$ cat src/hdl/stq_pkg.sv
// shared constants, codes and types of the sorted expiry timer queue
package stq_pkg;

   localparam int TIMERS_DEF   = 16;
   localparam int REPORT_CAP   = 16;
   localparam int CNT_W        = 5;
   localparam int ID_W         = 8;
   localparam int TIME_W       = 32;

   // request codes
   localparam logic [1:0] REQ_INSERT = 2'd0;
   localparam logic [1:0] REQ_CHANGE = 2'd1;
   localparam logic [1:0] REQ_REMOVE = 2'd2;
   localparam logic [1:0] REQ_TICK   = 2'd3;

   // status codes
   localparam logic [1:0] ST_OK      = 2'd0;
   localparam logic [1:0] ST_FULL    = 2'd1;
   localparam logic [1:0] ST_ABSENT  = 2'd2;
   localparam logic [1:0] ST_PRESENT = 2'd3;

   typedef struct packed {
      logic [TIME_W-1:0] when;
      logic [ID_W-1:0]   id;
   } entry_type;

   typedef enum logic [3:0] {
      S_IDLE,
      S_SC_RD,
      S_SC_CK,
      S_DECIDE,
      S_DN_RD,
      S_DN_WR,
      S_UP_RD,
      S_UP_WR,
      S_PUT,
      S_RESP,
      S_T_RD,
      S_T_CK
   } state_type;

endpackage

$ cat src/hdl/stq_ifs.sv
// request and response channel interfaces
interface stq_req_if;
   logic        valid;
   logic        ready;
   logic [1:0]  req_type;
   logic [7:0]  timer_id;
   logic [31:0] expire_time;
   logic [31:0] current_time;
   modport source (output valid, req_type, timer_id, expire_time, current_time, input ready);
   modport sink   (input valid, req_type, timer_id, expire_time, current_time, output ready);
endinterface

interface stq_rsp_if;
   logic        valid;
   logic        ready;
   logic [1:0]  status;
   logic        expired_valid;
   logic [7:0]  expired_id;
   logic [31:0] expired_when;
   logic [4:0]  active_count;
   logic        last;
   modport source (output valid, status, expired_valid, expired_id, expired_when,
                   active_count, last, input ready);
   modport sink   (input valid, status, expired_valid, expired_id, expired_when,
                   active_count, last, output ready);
endinterface

$ cat src/hdl/sorted_expiry_timer_queue.sv
// sorted expiry timer queue top level
// Insert/change/remove: a scan over every held timer, then the moved entries are shifted
// one by one through the entry memory; a change removes, scans again and reinserts.
// Tick: each reported timer is removed from the head, which shifts the list.
// One item is worked at a time; a finished result waits in an output register.
// Synchronous reset empties the queue; memory contents are not cleared.
module sorted_expiry_timer_queue #(
   parameter int TIMERS = stq_pkg::TIMERS_DEF
) (
   input  logic         clock,
   input  logic         reset,
   stq_req_if.sink      req_chan,
   stq_rsp_if.source    rsp_chan
);

   localparam int AW = $clog2(TIMERS);
   localparam int IW = $clog2(TIMERS + 1);

   stq_pkg::state_type state_ff, state_in;
   logic [1:0]         op_ff, op_in;
   logic [7:0]         id_ff, id_in;
   logic [31:0]        when_ff, when_in, now_ff, now_in;
   logic [IW-1:0]      occ_ff, occ_in, idx_ff, idx_in;
   logic [IW-1:0]      fpos_ff, fpos_in, ipos_ff, ipos_in;
   logic               fnd_ff, fnd_in, iset_ff, iset_in, ph2_ff, ph2_in;
   logic [1:0]         stat_ff, stat_in;
   logic [4:0]         n_ff, n_in;
   logic               stg_ff, stg_in;
   stq_pkg::entry_type stg_e_ff, stg_e_in;
   logic [IW-1:0]      stg_cnt_ff, stg_cnt_in;

   logic               rv_ff, rv_in;
   logic [1:0]         r_stat_ff, r_stat_in;
   logic               r_ev_ff, r_ev_in, r_last_ff, r_last_in;
   logic [7:0]         r_id_ff, r_id_in;
   logic [31:0]        r_when_ff, r_when_in;
   logic [4:0]         r_cnt_ff, r_cnt_in;

   logic               wr_en;
   logic [AW-1:0]      wr_addr, rd_addr;
   stq_pkg::entry_type wr_data, rd_data;
   logic               out_free;
   logic [IW:0]        idx_p1;

   stq_store #(.TIMERS(TIMERS)) u_store (
      .clock   (clock),
      .wr_en   (wr_en),
      .wr_addr (wr_addr),
      .wr_data (wr_data),
      .rd_addr (rd_addr),
      .rd_data (rd_data)
   );

   assign out_free       = !rv_ff || rsp_chan.ready;
   assign idx_p1         = {1'b0, idx_ff} + {{IW{1'b0}}, 1'b1};
   assign req_chan.ready = (state_ff == stq_pkg::S_IDLE);

   // response port
   assign rsp_chan.valid         = rv_ff;
   assign rsp_chan.status        = r_stat_ff;
   assign rsp_chan.expired_valid = r_ev_ff;
   assign rsp_chan.expired_id    = r_id_ff;
   assign rsp_chan.expired_when  = r_when_ff;
   assign rsp_chan.active_count  = r_cnt_ff;
   assign rsp_chan.last          = r_last_ff;

   // control registers
   always_ff @(posedge clock) begin
      if (reset) begin
         state_ff <= stq_pkg::S_IDLE;
         occ_ff   <= '0;
         rv_ff    <= 1'b0;
      end else begin
         state_ff <= state_in;
         occ_ff   <= occ_in;
         rv_ff    <= rv_in;
      end
   end

   // working and result registers
   always_ff @(posedge clock) begin
      op_ff      <= op_in;
      id_ff      <= id_in;
      when_ff    <= when_in;
      now_ff     <= now_in;
      idx_ff     <= idx_in;
      fpos_ff    <= fpos_in;
      ipos_ff    <= ipos_in;
      fnd_ff     <= fnd_in;
      iset_ff    <= iset_in;
      ph2_ff     <= ph2_in;
      stat_ff    <= stat_in;
      n_ff       <= n_in;
      stg_ff     <= stg_in;
      stg_e_ff   <= stg_e_in;
      stg_cnt_ff <= stg_cnt_in;
      r_stat_ff  <= r_stat_in;
      r_ev_ff    <= r_ev_in;
      r_last_ff  <= r_last_in;
      r_id_ff    <= r_id_in;
      r_when_ff  <= r_when_in;
      r_cnt_ff   <= r_cnt_in;
   end

   // sequencer
   always_comb begin
      state_in   = state_ff;
      op_in      = op_ff;
      id_in      = id_ff;
      when_in    = when_ff;
      now_in     = now_ff;
      occ_in     = occ_ff;
      idx_in     = idx_ff;
      fpos_in    = fpos_ff;
      ipos_in    = ipos_ff;
      fnd_in     = fnd_ff;
      iset_in    = iset_ff;
      ph2_in     = ph2_ff;
      stat_in    = stat_ff;
      n_in       = n_ff;
      stg_in     = stg_ff;
      stg_e_in   = stg_e_ff;
      stg_cnt_in = stg_cnt_ff;
      rv_in      = rv_ff && !rsp_chan.ready;
      r_stat_in  = r_stat_ff;
      r_ev_in    = r_ev_ff;
      r_last_in  = r_last_ff;
      r_id_in    = r_id_ff;
      r_when_in  = r_when_ff;
      r_cnt_in   = r_cnt_ff;
      wr_en      = 1'b0;
      wr_addr    = idx_ff[AW-1:0];
      wr_data    = rd_data;
      rd_addr    = idx_ff[AW-1:0];

      unique case (state_ff)
         stq_pkg::S_IDLE: begin
            if (req_chan.valid) begin
               op_in   = req_chan.req_type;
               id_in   = req_chan.timer_id;
               when_in = req_chan.expire_time;
               now_in  = req_chan.current_time;
               idx_in  = '0;
               fnd_in  = 1'b0;
               iset_in = 1'b0;
               ipos_in = occ_ff;
               ph2_in  = 1'b0;
               stat_in = stq_pkg::ST_OK;
               n_in    = '0;
               stg_in  = 1'b0;
               state_in = (req_chan.req_type == stq_pkg::REQ_TICK) ?
                          stq_pkg::S_T_RD : stq_pkg::S_SC_RD;
            end
         end
         // scan for the id and the sorted place
         stq_pkg::S_SC_RD: begin
            state_in = (idx_ff == occ_ff) ? stq_pkg::S_DECIDE : stq_pkg::S_SC_CK;
         end
         stq_pkg::S_SC_CK: begin
            if (rd_data.id == id_ff && !fnd_ff) begin
               fnd_in  = 1'b1;
               fpos_in = idx_ff;
            end
            if (rd_data.when > when_ff && !iset_ff) begin
               iset_in = 1'b1;
               ipos_in = idx_ff;
            end
            idx_in   = idx_p1[IW-1:0];
            state_in = stq_pkg::S_SC_RD;
         end
         stq_pkg::S_DECIDE: begin
            if (op_ff == stq_pkg::REQ_INSERT || ph2_ff) begin
               if (!ph2_ff && fnd_ff) begin
                  stat_in  = stq_pkg::ST_PRESENT;
                  state_in = stq_pkg::S_RESP;
               end else if (occ_ff == IW'(TIMERS)) begin
                  stat_in  = stq_pkg::ST_FULL;
                  state_in = stq_pkg::S_RESP;
               end else begin
                  idx_in   = occ_ff;
                  state_in = stq_pkg::S_UP_RD;
               end
            end else if (!fnd_ff) begin
               stat_in  = stq_pkg::ST_ABSENT;
               state_in = stq_pkg::S_RESP;
            end else begin
               idx_in   = fpos_ff;
               state_in = stq_pkg::S_DN_RD;
            end
         end
         // close the gap left by a removed entry
         stq_pkg::S_DN_RD: begin
            rd_addr = idx_p1[AW-1:0];
            if (idx_p1 >= {1'b0, occ_ff}) begin
               occ_in = occ_ff - IW'(1);
               if (op_ff == stq_pkg::REQ_TICK) begin
                  state_in = stq_pkg::S_T_RD;
               end else if (op_ff == stq_pkg::REQ_CHANGE) begin
                  ph2_in   = 1'b1;
                  idx_in   = '0;
                  iset_in  = 1'b0;
                  ipos_in  = occ_ff - IW'(1);
                  state_in = stq_pkg::S_SC_RD;
               end else begin
                  state_in = stq_pkg::S_RESP;
               end
            end else begin
               state_in = stq_pkg::S_DN_WR;
            end
         end
         stq_pkg::S_DN_WR: begin
            wr_en    = 1'b1;
            idx_in   = idx_p1[IW-1:0];
            state_in = stq_pkg::S_DN_RD;
         end
         // open a hole at the sorted place
         stq_pkg::S_UP_RD: begin
            rd_addr = AW'(idx_ff - IW'(1));
            state_in = (idx_ff == ipos_ff) ? stq_pkg::S_PUT : stq_pkg::S_UP_WR;
         end
         stq_pkg::S_UP_WR: begin
            wr_en    = 1'b1;
            idx_in   = idx_ff - IW'(1);
            state_in = stq_pkg::S_UP_RD;
         end
         stq_pkg::S_PUT: begin
            wr_en        = 1'b1;
            wr_addr      = ipos_ff[AW-1:0];
            wr_data.when = when_ff;
            wr_data.id   = id_ff;
            occ_in       = occ_ff + IW'(1);
            state_in     = stq_pkg::S_RESP;
         end
         stq_pkg::S_RESP: begin
            if (out_free) begin
               rv_in     = 1'b1;
               r_stat_in = stat_ff;
               r_ev_in   = 1'b0;
               r_id_in   = '0;
               r_when_in = '0;
               r_cnt_in  = 5'(occ_ff);
               r_last_in = 1'b1;
               state_in  = stq_pkg::S_IDLE;
            end
         end
         // tick: look at the head
         stq_pkg::S_T_RD: begin
            rd_addr  = '0;
            state_in = stq_pkg::S_T_CK;
         end
         stq_pkg::S_T_CK: begin
            rd_addr = '0;
            if (occ_ff != '0 && rd_data.when <= now_ff &&
                {1'b0, n_ff} < 6'(stq_pkg::REPORT_CAP)) begin
               if (!stg_ff || out_free) begin
                  if (stg_ff) begin
                     rv_in     = 1'b1;
                     r_stat_in = stq_pkg::ST_OK;
                     r_ev_in   = 1'b1;
                     r_id_in   = stg_e_ff.id;
                     r_when_in = stg_e_ff.when;
                     r_cnt_in  = 5'(stg_cnt_ff);
                     r_last_in = 1'b0;
                  end
                  stg_in     = 1'b1;
                  stg_e_in   = rd_data;
                  stg_cnt_in = occ_ff - IW'(1);
                  n_in       = n_ff + 5'd1;
                  idx_in     = '0;
                  state_in   = stq_pkg::S_DN_RD;
               end
            end else if (out_free) begin
               rv_in     = 1'b1;
               r_stat_in = stq_pkg::ST_OK;
               r_ev_in   = stg_ff;
               r_id_in   = stg_ff ? stg_e_ff.id : '0;
               r_when_in = stg_ff ? stg_e_ff.when : '0;
               r_cnt_in  = stg_ff ? 5'(stg_cnt_ff) : 5'(occ_ff);
               r_last_in = 1'b1;
               state_in  = stq_pkg::S_IDLE;
            end
         end
         default: state_in = stq_pkg::S_IDLE;
      endcase
   end

endmodule

$ cat src/hdl/stq_store.sv
// timer entry memory, one write and one registered read per cycle
module stq_store #(
   parameter int TIMERS = stq_pkg::TIMERS_DEF
) (
   input  logic                       clock,
   input  logic                       wr_en,
   input  logic [$clog2(TIMERS)-1:0]  wr_addr,
   input  stq_pkg::entry_type         wr_data,
   input  logic [$clog2(TIMERS)-1:0]  rd_addr,
   output stq_pkg::entry_type         rd_data
);

   stq_pkg::entry_type mem [TIMERS];
   stq_pkg::entry_type rd_data_ff;

   // write port
   always_ff @(posedge clock) begin
      if (wr_en) begin
         mem[wr_addr] <= wr_data;
      end
   end

   // registered read port
   always_ff @(posedge clock) begin
      rd_data_ff <= mem[rd_addr];
   end

   assign rd_data = rd_data_ff;

endmodule

$ cat src/flat_wrapper.sv
// flat-port wrapper written by rule: the top's interface ports become plain ports
module sorted_expiry_timer_queue_flat 
#(
   parameter int TIMERS = stq_pkg::TIMERS_DEF
)
  (clock, reset, req_chan_valid, req_chan_req_type, req_chan_timer_id, req_chan_expire_time, req_chan_current_time, req_chan_ready, rsp_chan_valid, rsp_chan_status, rsp_chan_expired_valid, rsp_chan_expired_id, rsp_chan_expired_when, rsp_chan_active_count, rsp_chan_last, rsp_chan_ready);
  stq_req_if req_chan_i ();
  stq_rsp_if rsp_chan_i ();
  input  logic clock;
  input  logic reset;
  input wire logic [$bits(req_chan_i.valid)-1:0] req_chan_valid;
  input wire logic [$bits(req_chan_i.req_type)-1:0] req_chan_req_type;
  input wire logic [$bits(req_chan_i.timer_id)-1:0] req_chan_timer_id;
  input wire logic [$bits(req_chan_i.expire_time)-1:0] req_chan_expire_time;
  input wire logic [$bits(req_chan_i.current_time)-1:0] req_chan_current_time;
  output wire logic [$bits(req_chan_i.ready)-1:0] req_chan_ready;
  output wire logic [$bits(rsp_chan_i.valid)-1:0] rsp_chan_valid;
  output wire logic [$bits(rsp_chan_i.status)-1:0] rsp_chan_status;
  output wire logic [$bits(rsp_chan_i.expired_valid)-1:0] rsp_chan_expired_valid;
  output wire logic [$bits(rsp_chan_i.expired_id)-1:0] rsp_chan_expired_id;
  output wire logic [$bits(rsp_chan_i.expired_when)-1:0] rsp_chan_expired_when;
  output wire logic [$bits(rsp_chan_i.active_count)-1:0] rsp_chan_active_count;
  output wire logic [$bits(rsp_chan_i.last)-1:0] rsp_chan_last;
  input wire logic [$bits(rsp_chan_i.ready)-1:0] rsp_chan_ready;
  assign req_chan_i.valid = req_chan_valid;
  assign req_chan_i.req_type = req_chan_req_type;
  assign req_chan_i.timer_id = req_chan_timer_id;
  assign req_chan_i.expire_time = req_chan_expire_time;
  assign req_chan_i.current_time = req_chan_current_time;
  assign req_chan_ready = req_chan_i.ready;
  assign rsp_chan_valid = rsp_chan_i.valid;
  assign rsp_chan_status = rsp_chan_i.status;
  assign rsp_chan_expired_valid = rsp_chan_i.expired_valid;
  assign rsp_chan_expired_id = rsp_chan_i.expired_id;
  assign rsp_chan_expired_when = rsp_chan_i.expired_when;
  assign rsp_chan_active_count = rsp_chan_i.active_count;
  assign rsp_chan_last = rsp_chan_i.last;
  assign rsp_chan_i.ready = rsp_chan_ready;
  sorted_expiry_timer_queue #(.TIMERS(TIMERS)) u_core (.clock(clock), .reset(reset), .req_chan(req_chan_i), .rsp_chan(rsp_chan_i));
endmodule
$ cat config.mk
export PLATFORM = sky130hd
export DESIGN_NAME = sorted_expiry_timer_queue_flat
export DESIGN_NICKNAME = d
export VERILOG_FILES = /design/src/hdl/stq_pkg.sv /design/src/hdl/stq_ifs.sv /design/src/hdl/sorted_expiry_timer_queue.sv /design/src/hdl/stq_store.sv /design/src/flat_wrapper.sv
export SDC_FILE = /design/constraint.sdc
export NUM_CORES = 1
export LEC_CHECK = 0
export ABC_AREA = 1
export BUFFER_PORTS_ARGS = -buffer_cell sky130_fd_sc_hd__buf_2
export CORE_MARGIN = 10
export CORE_UTILIZATION = 50
export CTS_CLUSTER_SIZE = 20
export DETAILED_ROUTE_END_ITERATION = 8
export GPL_TIMING_DRIVEN = 0
export PLACE_DENSITY = 0.71
export SYNTH_ARGS = -nofsm -noshare
export SYNTH_HDL_FRONTEND = slang
export SYNTH_SLANG_ARGS = --single-unit
export TNS_END_PERCENT = 50
$ cat constraint.sdc
create_clock -name clock -period 11.8 [get_ports clock]
set_input_delay 0.59 -clock clock [delete_from_list [all_inputs] [get_ports clock]]
set_output_delay 0.59 -clock clock [all_outputs]
set_load 0.03 [all_outputs]
Yosys cells after proc, flatten, opt, wreduce, memory -nomap -nowiden
Memories as Yosys holds them, arrays and structs flattened. A register that Yosys moved wholly into a read port is not among the register bits.
Index checks and enable logic that the tools add are counted.
- equal/unequal tests: 35
- $lt $le $gt $ge: 4
- add/sub/neg operators: 5
- multiplexer cells: 107
- reduce and logical (&&, ||, !) cells: 42
- operators by type and width (kind ; count):
    $mux 32 ; 6
    $mux 5 ; 24
    $pmux 32 s2 ; 1
    $mux 4 ; 14
    $mux 8 ; 6
    $pmux 4 s12 ; 1
    $mux 40 ; 1
    $gt 32x32->1 ; 1
    $le 32x32->1 ; 1
    $pmux 5 s2 ; 3
    $pmux 5 s6 ; 1
    $mux 1 ; 28
    $mux 2 ; 10
    $eq 4x3->1 const B ; 4
    $eq 4x4->1 const B ; 4
    $pmux 8 s2 ; 1
    $pmux 5 s3 ; 1
    $ne 2x1->1 const B ; 7
    $ne 3x3->1 const B ; 4
    $pmux 1 s2 ; 6
    $pmux 4 s3 ; 1
    $reduce_bool 2->1 ; 6
    $add 5x1->5 const B ; 2
    $eq 5x5->1 ; 2
    32 further kinds ; 58
- register bits: 204
- bits of input ports: 78
- memory bits (writable): 640
- memories kept: 1
- output and inout port bits: 51
- word-level logic and storage cells: 219
- memory list (name ; words ; width ; rd ports ; clocked after memory_dff ; write ports ; line ; text):
    u_core.u_store.mem ; 16 ; 40 ; 1 ; 1 ; 1 ; stq_store.sv:13 ; stq_pkg::entry_type mem [TIMERS];

Longest topological paths before layout
- depth after elaboration: 6
- mapped depth: 21
- depth with buffers taken out: 21

Cells and area by module
A second synthesis with hierarchy kept.
- cells, all modules: 3634
- area, all modules: 38642.1 um^2
- by module, submodules not included (module ; area an instance (um^2) ; instances ; cells an instance ; seq. area each (um^2)):
    stq_store ; 28287.1 ; 1 ; 2645 ; 20019.2
    sorted_expiry_timer_queue ; 10354.9 ; 1 ; 989 ; 6025.8

Least setup slack after synthesis
Ideal clock, no wire load.
- path kind: flip-flop to flip-flop
- from: register u_core.now_ff[21]
- to: register u_core.r_cnt_ff[0], in the netlist u_core.rsp_chan.active_count[0], enable pin
- cell stages (with the launch flop): 14
- required time: 11287 ps
- clock period less this slack: 5213 ps
- path slack: 6587 ps
- setup time: 513 ps
- path buffers: 0
- arrival time: 4700 ps
- cell sequence: edfxtp_1 > inv_1 > ha_1 > a21oi_1 > nor2_1 > nor2_1 > nand3_1 > a21oi_1 > nand2_1 > nand2_1 > nand2_1 > nand3_1 > nand2_1 > nor3_1
- longest elaborated chain between the ends: 5
- elaborated cells on any way between the ends: 7
- classes of those cells: 1 x order compare; 3 x eq/ne; 3 x reduce/logical
- RTL lines (what ; line ; text):
    start, declared ; sorted_expiry_timer_queue.sv:22 ; logic [31:0] when_ff, when_in, now_ff, now_in;
    start signal, assigned ; sorted_expiry_timer_queue.sv:85 ; now_ff <= now_in;
    $le 32x32->1 * ; sorted_expiry_timer_queue.sv:253 ; if (occ_ff != '0 && rd_data.when <= now_ff &&
    $logic_and 1x1->1 * (2 in a row) ; sorted_expiry_timer_queue.sv:253 ;
    $ne 3x2->1 (no source line) (tied with other cells) ; -- ;
    $reduce_and 5->1 (no source line) * ; -- ;
    end signal, assigned ; sorted_expiry_timer_queue.sv:102 ; r_cnt_ff <= r_cnt_in;
    end, declared ; sorted_expiry_timer_queue.sv:37 ; logic [4:0] r_cnt_ff, r_cnt_in;
Mark *: on every way between the ends. The rest lies on a longest branch, timed or not.
A chain may end at the register's enable or synchronous reset.

Final worst setup path
- from: register u_core.state_ff[1]
- to: memory u_core.u_store.mem[1][30] in the netlist's numbering, enable pin
- longest elaborated chain between the ends: 5
- elaborated cells on any way between the ends: 8
- classes of those cells: 3 x eq/ne; 4 x mux; 1 x reduce/logical
- RTL lines (what ; line ; text):
    start, declared ; sorted_expiry_timer_queue.sv:19 ; stq_pkg::state_type state_ff, state_in;
    start signal, assigned ; sorted_expiry_timer_queue.sv:70 ; state_ff <= stq_pkg::S_IDLE;
    start signal, assigned ; sorted_expiry_timer_queue.sv:74 ; state_ff <= state_in;
    $eq 4x3->1 / $eq 4x4->1 (equally long branches) ; sorted_expiry_timer_queue.sv:136 ; unique case (state_ff)
    $reduce_or 3->1 (no source line) ; -- ;
    $mux 1 ; sorted_expiry_timer_queue.sv:136 ;
    $mux 1 ; stq_store.sv:18 ; if (wr_en) begin
    $mux 1 (not written as such) ; stq_store.sv:19 ; mem[wr_addr] <= wr_data;
    end, declared ; stq_store.sv:13 ;
Several ways; a longest one is shown, not always the timed one.

==> impl_metrics.py <==
metrics = {
    "global_route": {
        "grt_pass1_vias": 23700,
        "grt_pass1_wl_um": 145000,
        "grt_max_degree": 31,
        "grt_antenna_before_repair": 8,
        "overflow": 0,
        "grtUsageTotal": 0.225,
    },
    "clock_network": {
        "cts_root_buffer": "clkbuf_16",
        "clock_sinks": 884,
        "cts_tree": "yes",
        "cts_buffers": 87,
        "hold_buffers": 0,
        "cts_setup_buffers": 0,
        "cts_resized": 0,
        "cts_max_level": 3,
        "clockBufferDepth": 3,
        "clk_latency_ns": 0.64,
        "path_clk_slew_ns": 0.06,
    },
    "synth": {
        "yosys.area_share.simple": 0.0940,
        "synth_mux_area_frac": 0.000305,
        "yosysSeqAreaShare": 0.706,
        "synth_fa_ha_area_frac": 0.0254,
        "yosys_warnings": 0,
        "syn-num-nets": 3229,
        "synth-edff-count": 834,
        "synth-compound-area-share": 0.0989,
        "syn_area_per_cell_um2": 12.0,
        "synth_xor_area_frac": 0.00499,
        "synth_seq_cells": 884,
        "ys.flop_type": "edfxtp_1",
        "syn_area_mm2": 0.0369,
        "synth_top_family_by_area": "compound AO/OA/AOI/OAI gates",
        "async_flop_share": 0,
        "syn-instance-count": 3076,
        "ys_types": 43,
    },
    "routing": {
        "drt-total-wl_um": 97900,
        "route.detailed.drc": 0,
        "vias": 24500,
        "ant_nets": 0,
        "wire_per_inst_um": 22.4,
        "drt-vias-per-instance": 5.60,
        "drt_iter0_markers": 2889,
        "dr.pass1.iters": 5,
    },
    "floorplan": {
        "die_w_um": 292,
        "rows": 99,
        "initial_core_util": 0.505,
        "die_y_um": 292,
        "dieArea_mm2": 0.0850,
        "pin_count": 129,
        "core-area_mm2": 0.0731,
    },
    "finish": {
        "final_cell_mix": "edfxtp_1 (834), inv_1 (495), nand2_1 (405)",
        "area_growth_pct": 14.5,
        "final_common_cell": "edfxtp_1",
        "layout.nets": 3493,
        "drive_gt1_frac": 0.121,
    },
    "power_and_ir_drop": {
        "p_leak_nw": 16.4,
        "p_per_area_mw_per_mm2": 248,
        "ir_worst_vdd_mv": 0.138,
        "combPwrFrac": 0.334,
        "power.switching_w": 0.00390,
        "clkPwrFrac": 0.256,
        "internal_power_w": 0.00658,
        "netSwitchingFraction": 0.372,
        "seq_power_share": 0.410,
    },
    "critical_path": {
        "worstPathRequired_ns": 12.14,
        "critPathLaunchType": "register",
        "rrSetupSlack_ns": 8.09,
        "r2r_end": "u_core.u_store.mem[1][30]",
        "reg2reg_depth": 8,
        "cp_max_fo": 25,
        "worstPathArrival_ns": 4.04,
        "endpoint_kind": "register",
        "r2r_start": "u_core.state_ff[1]",
        "crit_type": "register to register",
        "worstSetupStartpoint": "u_core.state_ff[1]",
    },
    "min_path": {
        "whs_endpoint": "u_core.when_ff[24]",
        "worstHoldStart": "req_chan_expire_time[24]",
        "hold_depth": 1,
        "hold_path.class": "input pin to register",
    },
    "sta": {
        "clock.fmax_ghz": 0.270,
        "slew_headroom": 0.240,
        "worst_pin_slew_ns": 1.13,
        "rsz0062_at_grt": "no",
        "setup_viol": 0,
        "finalCritPeriodShare": 0.314,
        "fin_crit_ns": 3.71,
        "fin_worst_skew_ns": 0.0191,
        "worst_hold_slack_ns": 0.126,
        "finalHoldViolCount": 0,
        "tns_ns": 0,
        "slew_violations": 0,
    },
    "run": {
        "max-cap-violations": 0,
    },
    "placed_design": {
        "place.gp.congestion": 0.904,
        "io_buffer_count": 127,
        "dp_hpwl_um": 66600,
    },
    "status": {
        "status": "finished clean",
    },
}
## power groups by stage
stage               registers [W]  clock network [W]  logic, W
finish                    0.00429            0.00269   0.00350
global route              0.00431            0.00284   0.00380
CTS                       0.00428            0.00270   0.00344
detailed placement        0.00434                  0   0.00342
global placement          0.00438                  0   0.00323
floorplan                 0.00427                  0   0.00209
## cell type report
type | count | area, µm²
fillers | 5780 | 30800
flip-flops and latches | 884 | 26000
multi-input cells | 1541 | 8400
clock buffers | 121 | 2410
inverters | 502 | 1890
repair buffers | 175 | 1270
well taps | 959 | 1200
plain buffers | 149 | 708
clock inverters | 38 | 329
diodes | 1 | 2.50
## sequential cells by signal, summed over array words and instances, names as in the netlist, 8 cells and up
name / flops
u_core.rsp_chan.expired_when: 32
u_core.u_store.rd_data: 40
u_core.id_ff: 8
u_core.rsp_chan.expired_id: 8
u_core.u_store.mem: 640
u_core.now_ff: 32
u_core.stg_e_ff: 40
u_core.when_ff: 32
## how the worst max path moves through the flow
stage,to,cells after the start
after global routing,u_core.rsp_chan.expired_when[20],15
after global placement,u_core.rsp_chan.expired_when[16],12
after CTS,u_core.rsp_chan.expired_when[17],16
after floorplan,u_core.rsp_chan.active_count[0],13
after detailed placement,u_core.rsp_chan.expired_when[17],16
final,u_core.u_store.mem[1][30],8
## per-layer routing
layer	vias to the layer above	share of wire	GRT usage
li1	11300	-	-
met1	11600	0.38	0.291
met2	1367	0.47	0.366
met3	224	0.11	0.0500
met4	10	0.034	0.0897
met5	-	0.00068	0
## kinds of logic (layout without fill, tap and decap cells)
kind of cell	Yosys count	in the layout
buffers and inverters	651	985
other	0	1
multiplexers	1	1
XOR/XNOR	21	21
AO/OA/AOI/OAI	627	627
AND/OR/NAND/NOR	817	817
adder cells (fa/ha/maj)	75	75
flip-flops	884	884
## metrics by stage
stage | area, µm² | total power [W] | utilization | worst slack [ns] | cells
6_report | 42200 | 0.0105 | 0.578 | 8.09 | 4370
4_1_cts | 42200 | 0.0104 | 0.578 | 8.14 | 4368
3_5_place_dp | 39500 | 0.00776 | 0.541 | 8.15 | 4209
5_1_grt | 42200 | 0.0109 | 0.578 | 7.88 | 4370
2_1_floorplan | 36900 | 0.00637 | - | 6.59 | 3076
3_3_place_gp | 38700 | 0.00761 | 0.530 | 4.27 | 4162
## synthesized netlist by cell type (3+ instances only)
library cell | count | area share
o21ai_1 | 63 | 0.0085
inv_1 | 495 | 0.050
inv_2 | 5 | 0.00051
ha_1 | 75 | 0.025
buf_1 | 14 | 0.0014
clkbuf_1 | 48 | 0.0049
nor3_1 | 6 | 0.00081
xor2_1 | 18 | 0.0043
nand2_2 | 3 | 0.00051
a211oi_1 | 5 | 0.0010
buf_2 | 71 | 0.0096
nor2_1 | 120 | 0.012
nand2_1 | 405 | 0.041
o221ai_1 | 4 | 0.00095
dfxtp_1 | 50 | 0.027
a21oi_1 | 206 | 0.028
o211ai_1 | 168 | 0.034
o21ai_0 | 163 | 0.022
buf_4 | 16 | 0.0033
edfxtp_1 | 834 | 0.68
o2111ai_1 | 3 | 0.00071
xnor2_1 | 3 | 0.00071
nand3_1 | 262 | 0.036
o21a_1 | 3 | 0.00061
nand4_1 | 13 | 0.0022
## worst max-delay path, cell delays in order (launching register included)
cell and delay, ns:
dfxtp_1 0.46, nor2_1 0.12, nand2_1 0.27, clkbuf_1 0.65
nand2_1 0.10, o21ai_0 0.26, nand2_1 0.40, nor2_4 0.87
buf_16 0.25
Note: power is estimated with default switching activity, not from simulation.
